File: config.mk
export PLATFORM = sky130hd
export DESIGN_NAME = bpc_ctrl
export DESIGN_NICKNAME = d
export VERILOG_FILES = /design/src/rtl/bpc_pkg.sv /design/src/rtl/bpc_ctrl.sv
export SDC_FILE = /design/constraint.sdc
export NUM_CORES = 1
export LEC_CHECK = 0
export BUFFER_PORTS_ARGS = -buffer_cell sky130_fd_sc_hd__buf_4
export CORE_AREA = 2 2 39 41
export DETAILED_ROUTE_END_ITERATION = 8
export DIE_AREA = 0 0 41 43
export MAX_ROUTING_LAYER = met4
export PLACE_DENSITY = 0.65
export REMOVE_ABC_BUFFERS = 1
export SETUP_SLACK_MARGIN = 0.3
export SYNTH_ARGS = -nofsm -noshare
export SYNTH_HDL_FRONTEND = slang
export SYNTH_SLANG_ARGS = --single-unit
File: constraint.sdc
create_clock -name aclk -period 2.5 [get_ports aclk]
set_clock_uncertainty 0.2 [all_clocks]
set_input_delay 0.375 -clock aclk [delete_from_list [all_inputs] [get_ports aclk]]
set_output_delay 0.375 -clock aclk [all_outputs]
set_load 0.05 [all_outputs]
File: src/rtl/bpc_pkg.sv
// Shared types, register indexes and constants for the pressure compensation block.
package bpc_pkg;

    localparam int CfgAddrW = 3;
    localparam int CfgDataW = 48;

    localparam logic [CfgAddrW-1:0] REG_CAL_A_FIRST = 3'd0;
    localparam logic [CfgAddrW-1:0] REG_CAL_A_LAST  = 3'd1;
    localparam logic [CfgAddrW-1:0] REG_CAL_B       = 3'd2;
    localparam logic [CfgAddrW-1:0] REG_CAL_M       = 3'd3;
    localparam logic [CfgAddrW-1:0] REG_OSS         = 3'd4;

    localparam logic OP_TEMP  = 1'b0;
    localparam logic OP_PRESS = 1'b1;

    // Datapath micro-operations.
    typedef enum logic [4:0] {
        UOP_NONE,
        UOP_LOAD,
        UOP_T_X1,
        UOP_T_DEN,
        UOP_T_NUM,
        UOP_DIV_START,
        UOP_DIV_STEP,
        UOP_T_B5,
        UOP_P_B6,
        UOP_P_SQ,
        UOP_P_X1A,
        UOP_P_X2A,
        UOP_P_B3,
        UOP_P_X1B,
        UOP_P_X2B,
        UOP_P_X3,
        UOP_P_B4,
        UOP_P_B7,
        UOP_P_DIVSEL,
        UOP_P_QPOST,
        UOP_P_T1,
        UOP_P_T2,
        UOP_P_T3,
        UOP_P_T4,
        UOP_P_FIN
    } uop_t;

    typedef enum logic [4:0] {
        ST_IDLE,
        ST_LOAD,
        ST_T_X1,
        ST_T_DEN,
        ST_T_NUM,
        ST_DIV_START,
        ST_DIV_RUN,
        ST_T_B5,
        ST_P_B6,
        ST_P_SQ,
        ST_P_X1A,
        ST_P_X2A,
        ST_P_B3,
        ST_P_X1B,
        ST_P_X2B,
        ST_P_X3,
        ST_P_B4,
        ST_P_B7,
        ST_P_DIVSEL,
        ST_P_QPOST,
        ST_P_T1,
        ST_P_T2,
        ST_P_T3,
        ST_P_T4,
        ST_P_FIN,
        ST_OUT
    } state_t;

    typedef struct packed {
        uop_t uop;
        logic out_load;
    } cmd_t;

    typedef struct packed {
        logic is_press;
        logic div_zero;
        logic div_done;
    } status_t;

    localparam logic [31:0] C4000   = 32'd4000;
    localparam logic [31:0] C32768  = 32'd32768;
    localparam logic [31:0] C50000  = 32'd50000;
    localparam logic [31:0] CMSB    = 32'h8000_0000;
    localparam logic [31:0] C3038   = 32'd3038;
    localparam logic [31:0] CM7357  = 32'hFFFF_E343;
    localparam logic [31:0] C3791   = 32'd3791;

    function automatic logic [31:0] asr(input logic [31:0] v, input logic [4:0] s);
        asr = 32'($signed(v) >>> s);
    endfunction

    function automatic logic [31:0] sx16(input logic [15:0] w);
        sx16 = {{16{w[15]}}, w};
    endfunction

    function automatic logic [31:0] mul32(input logic [31:0] a, input logic [31:0] b);
        mul32 = a * b;
    endfunction

endpackage

File: src/rtl/bpc_ctrl.sv
// Sequencer for the temperature and pressure compensation steps.
module bpc_ctrl (
    input  logic                 aclk,
    input  logic                 aresetn,
    input  logic                 in_fire,
    input  logic                 out_free,
    input  bpc_pkg::status_t     status,
    output logic                 busy,
    output bpc_pkg::cmd_t        cmd
);

    bpc_pkg::state_t state_reg, state_next;

    always_ff @(posedge aclk) begin
        if (!aresetn) begin
            state_reg <= bpc_pkg::ST_IDLE;
        end else begin
            state_reg <= state_next;
        end
    end

    always_comb begin
        state_next   = state_reg;
        cmd.uop      = bpc_pkg::UOP_NONE;
        cmd.out_load = 1'b0;
        busy         = 1'b1;
        unique case (state_reg)
            bpc_pkg::ST_IDLE: begin
                busy = 1'b0;
                if (in_fire) begin
                    cmd.uop    = bpc_pkg::UOP_LOAD;
                    state_next = bpc_pkg::ST_LOAD;
                end
            end
            bpc_pkg::ST_LOAD: begin
                state_next = status.is_press ? bpc_pkg::ST_P_B6 : bpc_pkg::ST_T_X1;
            end
            bpc_pkg::ST_T_X1: begin
                cmd.uop = bpc_pkg::UOP_T_X1; state_next = bpc_pkg::ST_T_DEN;
            end
            bpc_pkg::ST_T_DEN: begin
                cmd.uop = bpc_pkg::UOP_T_DEN; state_next = bpc_pkg::ST_T_NUM;
            end
            bpc_pkg::ST_T_NUM: begin
                cmd.uop = bpc_pkg::UOP_T_NUM; state_next = bpc_pkg::ST_DIV_START;
            end
            bpc_pkg::ST_DIV_START: begin
                if (status.div_zero) begin
                    state_next = bpc_pkg::ST_OUT;
                end else begin
                    cmd.uop = bpc_pkg::UOP_DIV_START; state_next = bpc_pkg::ST_DIV_RUN;
                end
            end
            bpc_pkg::ST_DIV_RUN: begin
                cmd.uop = bpc_pkg::UOP_DIV_STEP;
                if (status.div_done) begin
                    state_next = status.is_press ? bpc_pkg::ST_P_QPOST : bpc_pkg::ST_T_B5;
                end
            end
            bpc_pkg::ST_T_B5: begin
                cmd.uop = bpc_pkg::UOP_T_B5; state_next = bpc_pkg::ST_OUT;
            end
            bpc_pkg::ST_P_B6: begin
                cmd.uop = bpc_pkg::UOP_P_B6; state_next = bpc_pkg::ST_P_SQ;
            end
            bpc_pkg::ST_P_SQ: begin
                cmd.uop = bpc_pkg::UOP_P_SQ; state_next = bpc_pkg::ST_P_X1A;
            end
            bpc_pkg::ST_P_X1A: begin
                cmd.uop = bpc_pkg::UOP_P_X1A; state_next = bpc_pkg::ST_P_X2A;
            end
            bpc_pkg::ST_P_X2A: begin
                cmd.uop = bpc_pkg::UOP_P_X2A; state_next = bpc_pkg::ST_P_B3;
            end
            bpc_pkg::ST_P_B3: begin
                cmd.uop = bpc_pkg::UOP_P_B3; state_next = bpc_pkg::ST_P_X1B;
            end
            bpc_pkg::ST_P_X1B: begin
                cmd.uop = bpc_pkg::UOP_P_X1B; state_next = bpc_pkg::ST_P_X2B;
            end
            bpc_pkg::ST_P_X2B: begin
                cmd.uop = bpc_pkg::UOP_P_X2B; state_next = bpc_pkg::ST_P_X3;
            end
            bpc_pkg::ST_P_X3: begin
                cmd.uop = bpc_pkg::UOP_P_X3; state_next = bpc_pkg::ST_P_B4;
            end
            bpc_pkg::ST_P_B4: begin
                cmd.uop = bpc_pkg::UOP_P_B4; state_next = bpc_pkg::ST_P_B7;
            end
            bpc_pkg::ST_P_B7: begin
                cmd.uop = bpc_pkg::UOP_P_B7; state_next = bpc_pkg::ST_P_DIVSEL;
            end
            bpc_pkg::ST_P_DIVSEL: begin
                cmd.uop = bpc_pkg::UOP_P_DIVSEL; state_next = bpc_pkg::ST_DIV_START;
            end
            bpc_pkg::ST_P_QPOST: begin
                cmd.uop = bpc_pkg::UOP_P_QPOST; state_next = bpc_pkg::ST_P_T1;
            end
            bpc_pkg::ST_P_T1: begin
                cmd.uop = bpc_pkg::UOP_P_T1; state_next = bpc_pkg::ST_P_T2;
            end
            bpc_pkg::ST_P_T2: begin
                cmd.uop = bpc_pkg::UOP_P_T2; state_next = bpc_pkg::ST_P_T3;
            end
            bpc_pkg::ST_P_T3: begin
                cmd.uop = bpc_pkg::UOP_P_T3; state_next = bpc_pkg::ST_P_T4;
            end
            bpc_pkg::ST_P_T4: begin
                cmd.uop = bpc_pkg::UOP_P_T4; state_next = bpc_pkg::ST_P_FIN;
            end
            bpc_pkg::ST_P_FIN: begin
                cmd.uop = bpc_pkg::UOP_P_FIN; state_next = bpc_pkg::ST_OUT;
            end
            bpc_pkg::ST_OUT: begin
                if (out_free) begin
                    cmd.out_load = 1'b1;
                    state_next   = bpc_pkg::ST_IDLE;
                end
            end
            default: state_next = bpc_pkg::ST_IDLE;
        endcase
    end

endmodule

# Word-level counts from Yosys, hierarchy flattened
# Cells that the tools add are included.
[classes] div_mod_pow=0 reduce_logical=4 shift=0 n_mux=13 bitwise_logic=0 mul=0 n_lt_le_gt_ge=0 n_eq_ne=28 n_addsub=0
[ops] op="5-bit one-hot mux with 24 select lines" count=2
[ops] op="5-bit equality test, second input constant" count=10
[ops] op="5-bit by 4-bit equality test with 1-bit output, second input constant" count=8
[ops] op="5-bit 2-to-1 mux" count=5
[ops] op="5-bit by 3-bit equality test with 1-bit output, second input constant" count=4
[ops] op="5-bit by 2-bit equality test with 1-bit output, second input constant" count=2
[ops] op="2-bit inequality test, second input constant" count=3
[ops] op="5-bit by 1-bit equality test with 1-bit output, second input constant" count=1
[ops] op="5-bit logical NOT" count=1
[ops] op="1-bit 2-to-1 mux" count=4
[ops] op="4-bit 2-to-1 mux" count=1
[ops] op="2-bit OR reduction" count=2
[ops] op="3-bit 2-to-1 mux" count=1
[ops] op="3-bit AND reduction" count=1
[totals] latch_bits=0 memories=0 ramBits=0 regBits=5 romBits=0 out_inout_bits=7

# Logic depth before layout (Yosys ltp)
[depth] word_depth=3 mapped_depth=6 mapped_depth_nobuf=4

# Worst setup path before layout
# Ideal clock, no wire load.
[synth_timing] kind="reg2out" startpoint="reg state_reg[1]" endpoint="out cmd[1] (netlist name)" required_ns=1.925 arrival_ns=2.352 path_slack_ns=-0.427 path_stages_with_launch=5 path_cell_list="dfxtp_1 > buf_6 > or3_4 > or3_4 > o21ai_0"
[synth_lines] item="start: declaration" line="bpc_ctrl.sv:12" rtl="bpc_pkg::state_t state_reg, state_next;"
[synth_lines] item="start signal: assignment" line="bpc_ctrl.sv:16" rtl="state_reg <= bpc_pkg::ST_IDLE;"
[synth_lines] item="start signal: assignment" line="bpc_ctrl.sv:18" rtl="state_reg <= state_next;"
[synth_lines] item="end: declaration" line="bpc_ctrl.sv:9" rtl="output bpc_pkg::cmd_t cmd"

==> metrics.md <==
| Metric | Value |
|---|---|
| Status | `finished clean` |
| Filler cells | `around 150` |
| Reg2reg start | `state_reg[4]` |
| Final instance area | `698 sq um` |
| Mux contribution to synthesized area | `0` |
| Netlist cell types | `30` |
| Post-Syn Instances | `80` |
| Internal cell power | `roughly 270 uW` |
| Met2 WL | `roughly 640 um` |
| Final ANT Viol Nets | `0` |
| Max VDD drop | `roughly 0.4 mV` |
| Met3 WL | `66 um` |
| Final setup violation count | `0` |
| XOR/XNOR Fraction of Synth Area | `0` |
| Placed Area | `659 sq um` |
| Final setup TNS | `0 ps` |
| First-pass iteration count of the detailed router | `4` |
| Dpl hpwl | `974 um` |
| H-tree levels | `1` |
| Startpoint types | `flip-flop` |
| Max-cap violations | `0` |
| Area delta synth->final | `26.0%` |
| Worst slew margin | `0.717` |
| Reg clk slew, reported paths | `40 ps` |
| IO buf count | `13` |
| Clk pwr share | `0.189` |
| Final hold vios | `0` |
| RSZ-0062 raised after global routing | `yes` |
| Num rows | `14` |
| Overall Power | `488 uW` |
| Logic pwr share | `0.590` |
| CP max FO | `4` |
| Die ar. | `1760 sq um` |
| Root Driver | `clkbuf_4` |
| Final worst slack | `327 ps` |
| Register bit count reported by yosys | `5` |
| R2R depth | `4` |
| Nets | `101` |
| Worst-Margin Slew | `418 ps` |
| I/O pin count | `14` |
| DRC viols | `0` |
| LEAKAGE | `0.269 nW` |
| Syn Area/Cell | `6.93 sq um` |
| Met1 wire length | `625 um` |
| Largest family of logic cells by synthesized area | `compound AO/OA/AOI/OAI gates` |
| Hold-fix buffers, CTS | `0` |
| Min Clock Period, post-route | `2170 ps` |
| Hold path start | `aresetn` |
| Switching power | `223 uW` |
| CP required | `about 1900 ps` |
| Most frequent cells in the layout | `16 x buf_4, 8 x o21ai_0, 6 x inv_1, 6 x a21oi_1` |
| Clk_lat worst skew | `240 ps` |
| Adder-cell share of the synthesized area | `0` |
| Vias in the first global route | `564` |
| Initial antenna violation count | `0` |
| N_diodes | `0` |
| Critical Path End Type | `output pin` |
| Top achievable clock speed | `0.460 GHz` |
| Post-synthesis compound-gate area fraction | `0.357` |
| Inserted Clock Buffers | `3` |
| Largest net degree at the start of global routing | `19` |
| Global-route wire length before repair | `2340 um` |
| CTS tree | `yes` |
| Global placement routability congestion | `0.757` |
| Clock Sinks | `5` |
| Tcrit/Tclk final | `0.869` |
| Die width | `41 um` |
| Routed Wire Length | `1330 um` |
| Effective utilization at floorplan | `0.401` |
| DP Worst Slack | `527 ps` |
| Post-Route Utilization | `0.505` |
| Switching Share | `0.456` |
| Fraction of layout cells with a size suffix above 1 | `0.323` |
| Remaining global-route overflow | `0` |
| Synth warnings | `0` |
| Seq pwr share | `0.221` |
| Hold Path Stages | `3` |
| Core footprint | `~1400 sq um` |
| Die H | `43 um` |
| CP arrival | `1600 ps` |
| GRT Util Overall | `0.195` |
| Final slew viol count | `0` |
| Clk buf depth | `2` |
| Max Used Layer | `met3` |
| Commonest non-fill, non-tap cell in the layout | `buf_4` |
| Largest register FFs | `5` |
| Hold Path End | `state_reg[2]` |
| Hold WC Path Type | `in2reg` |
| DR vias/cell | `5.71` |
| Reg2reg end | `state_reg[0]` |
| Netlist Area Pre-Place | `554 sq um` |
| # Post-CTS Setup Buffers | `0` |
| Via Count | `622` |
| P per Cell Area | `approximately 700 nW/um^2` |
| Simple-gate share of the synthesized area | `0.345` |
| Critical Path Source | `state_reg[0]` |
| R2r setup slk | `800 ps` |
| Critical path class | `reg2out` |
| Post-synthesis sequential area ratio | `0.181` |
| Mean routed wirelength per cell | `12.2 um` |
| Drt initial violations | `13` |
-- cell type report --
class                   count  area, sq um  area share
well taps                  16         20.0      0.0287
clock buffers               4         26.3      0.0376
repair buffers             17          131       0.188
flip-flops and latches      5          103       0.147
multi-input cells          61          395       0.566
inverters                   6         22.5      0.0323
-- how the worst max path moves through the flow --
| stage | end | slack, ps |
|---|---|---|
| floorplan | cmd[1] | -480 |
| global placement | cmd[1] | 540 |
| detailed placement | cmd[1] | 530 |
| CTS | cmd[1] | 320 |
| global route | cmd[1] | 250 |
| finish | cmd[1] | 330 |
-- worst max-delay path, cell delays in order, from the launching register on --
cell	delay, ps
dfxtp_1	300
or3_4	390
or3_4	360
o21ai_2	130
buf_6	170
-- repair_timing --
item,in CTS,in global routing
setup endpoints to repair,1,2
gates resized for setup,3,3
hold endpoints to repair,0,0
-- cells by family (layout without fill, tap and decap cells) --
logic type,after synthesis,after routing
and+or+nand+nor,31,31
buffers and inverters,14,27
DFF,5,5
AOI/OAI and AO/OA,30,30
-- synth_stat cells --
cell type  number  area, sq um
o21ai_0         9         45.0
nor4_1          1         6.26
nand2b_1        4         25.0
nor3b_1         5         37.5
buf_2           4         20.0
nand4_1         1         6.26
a31oi_1         3         18.8
o21a_1          1         7.51
nand3_1         2         10.0
nor4_2          1         12.5
nor2b_1         2         12.5
a21oi_1         6         30.0
a21boi_0        1         7.51
or3_4           2         22.5
nor2_1          5         18.8
a31o_2          1         8.76
a221oi_1        1         8.76
o41ai_1         1         8.76
o31ai_1         2         15.0
or3b_2          1         8.76
nand2_1         5         18.8
o211ai_1        2         15.0
clkbuf_1        3         11.3
a211oi_1        1         7.51
o221ai_2        1         15.0
and2_1          2         12.5
a41o_1          1         10.0
buf_6           1         11.3
dfxtp_1         5          100
inv_1           6         22.5
-- layer usage --
layer  vias to the layer above  global-route usage
li1                        319                   -
met1                       289               0.242
met2                        14               0.300
met3                         0              0.0785
met4                         0              0.0200
met5                         -                   -
-- stage by stage --
step                std cells  hold WS (ps)
floorplan                  72           318
global placement          105           427
detailed placement        105           447
CTS                       109           220
global route              109           229
finish                    109           237
-- power by group through the flow --
| stage | clock network, mW | logic [mW] | registers, mW |
|---|---|---|---|
| after floorplan | 0 | 0.183 | 0.123 |
| after global placement | 0 | 0.279 | 0.107 |
| after detailed placement | 0 | 0.279 | 0.108 |
| after CTS | 0.0977 | 0.288 | 0.106 |
| after global routing | 0.107 | 0.313 | 0.111 |
| final | 0.0921 | 0.288 | 0.108 |
No activity file was read; power rests on OpenSTA's default activity.
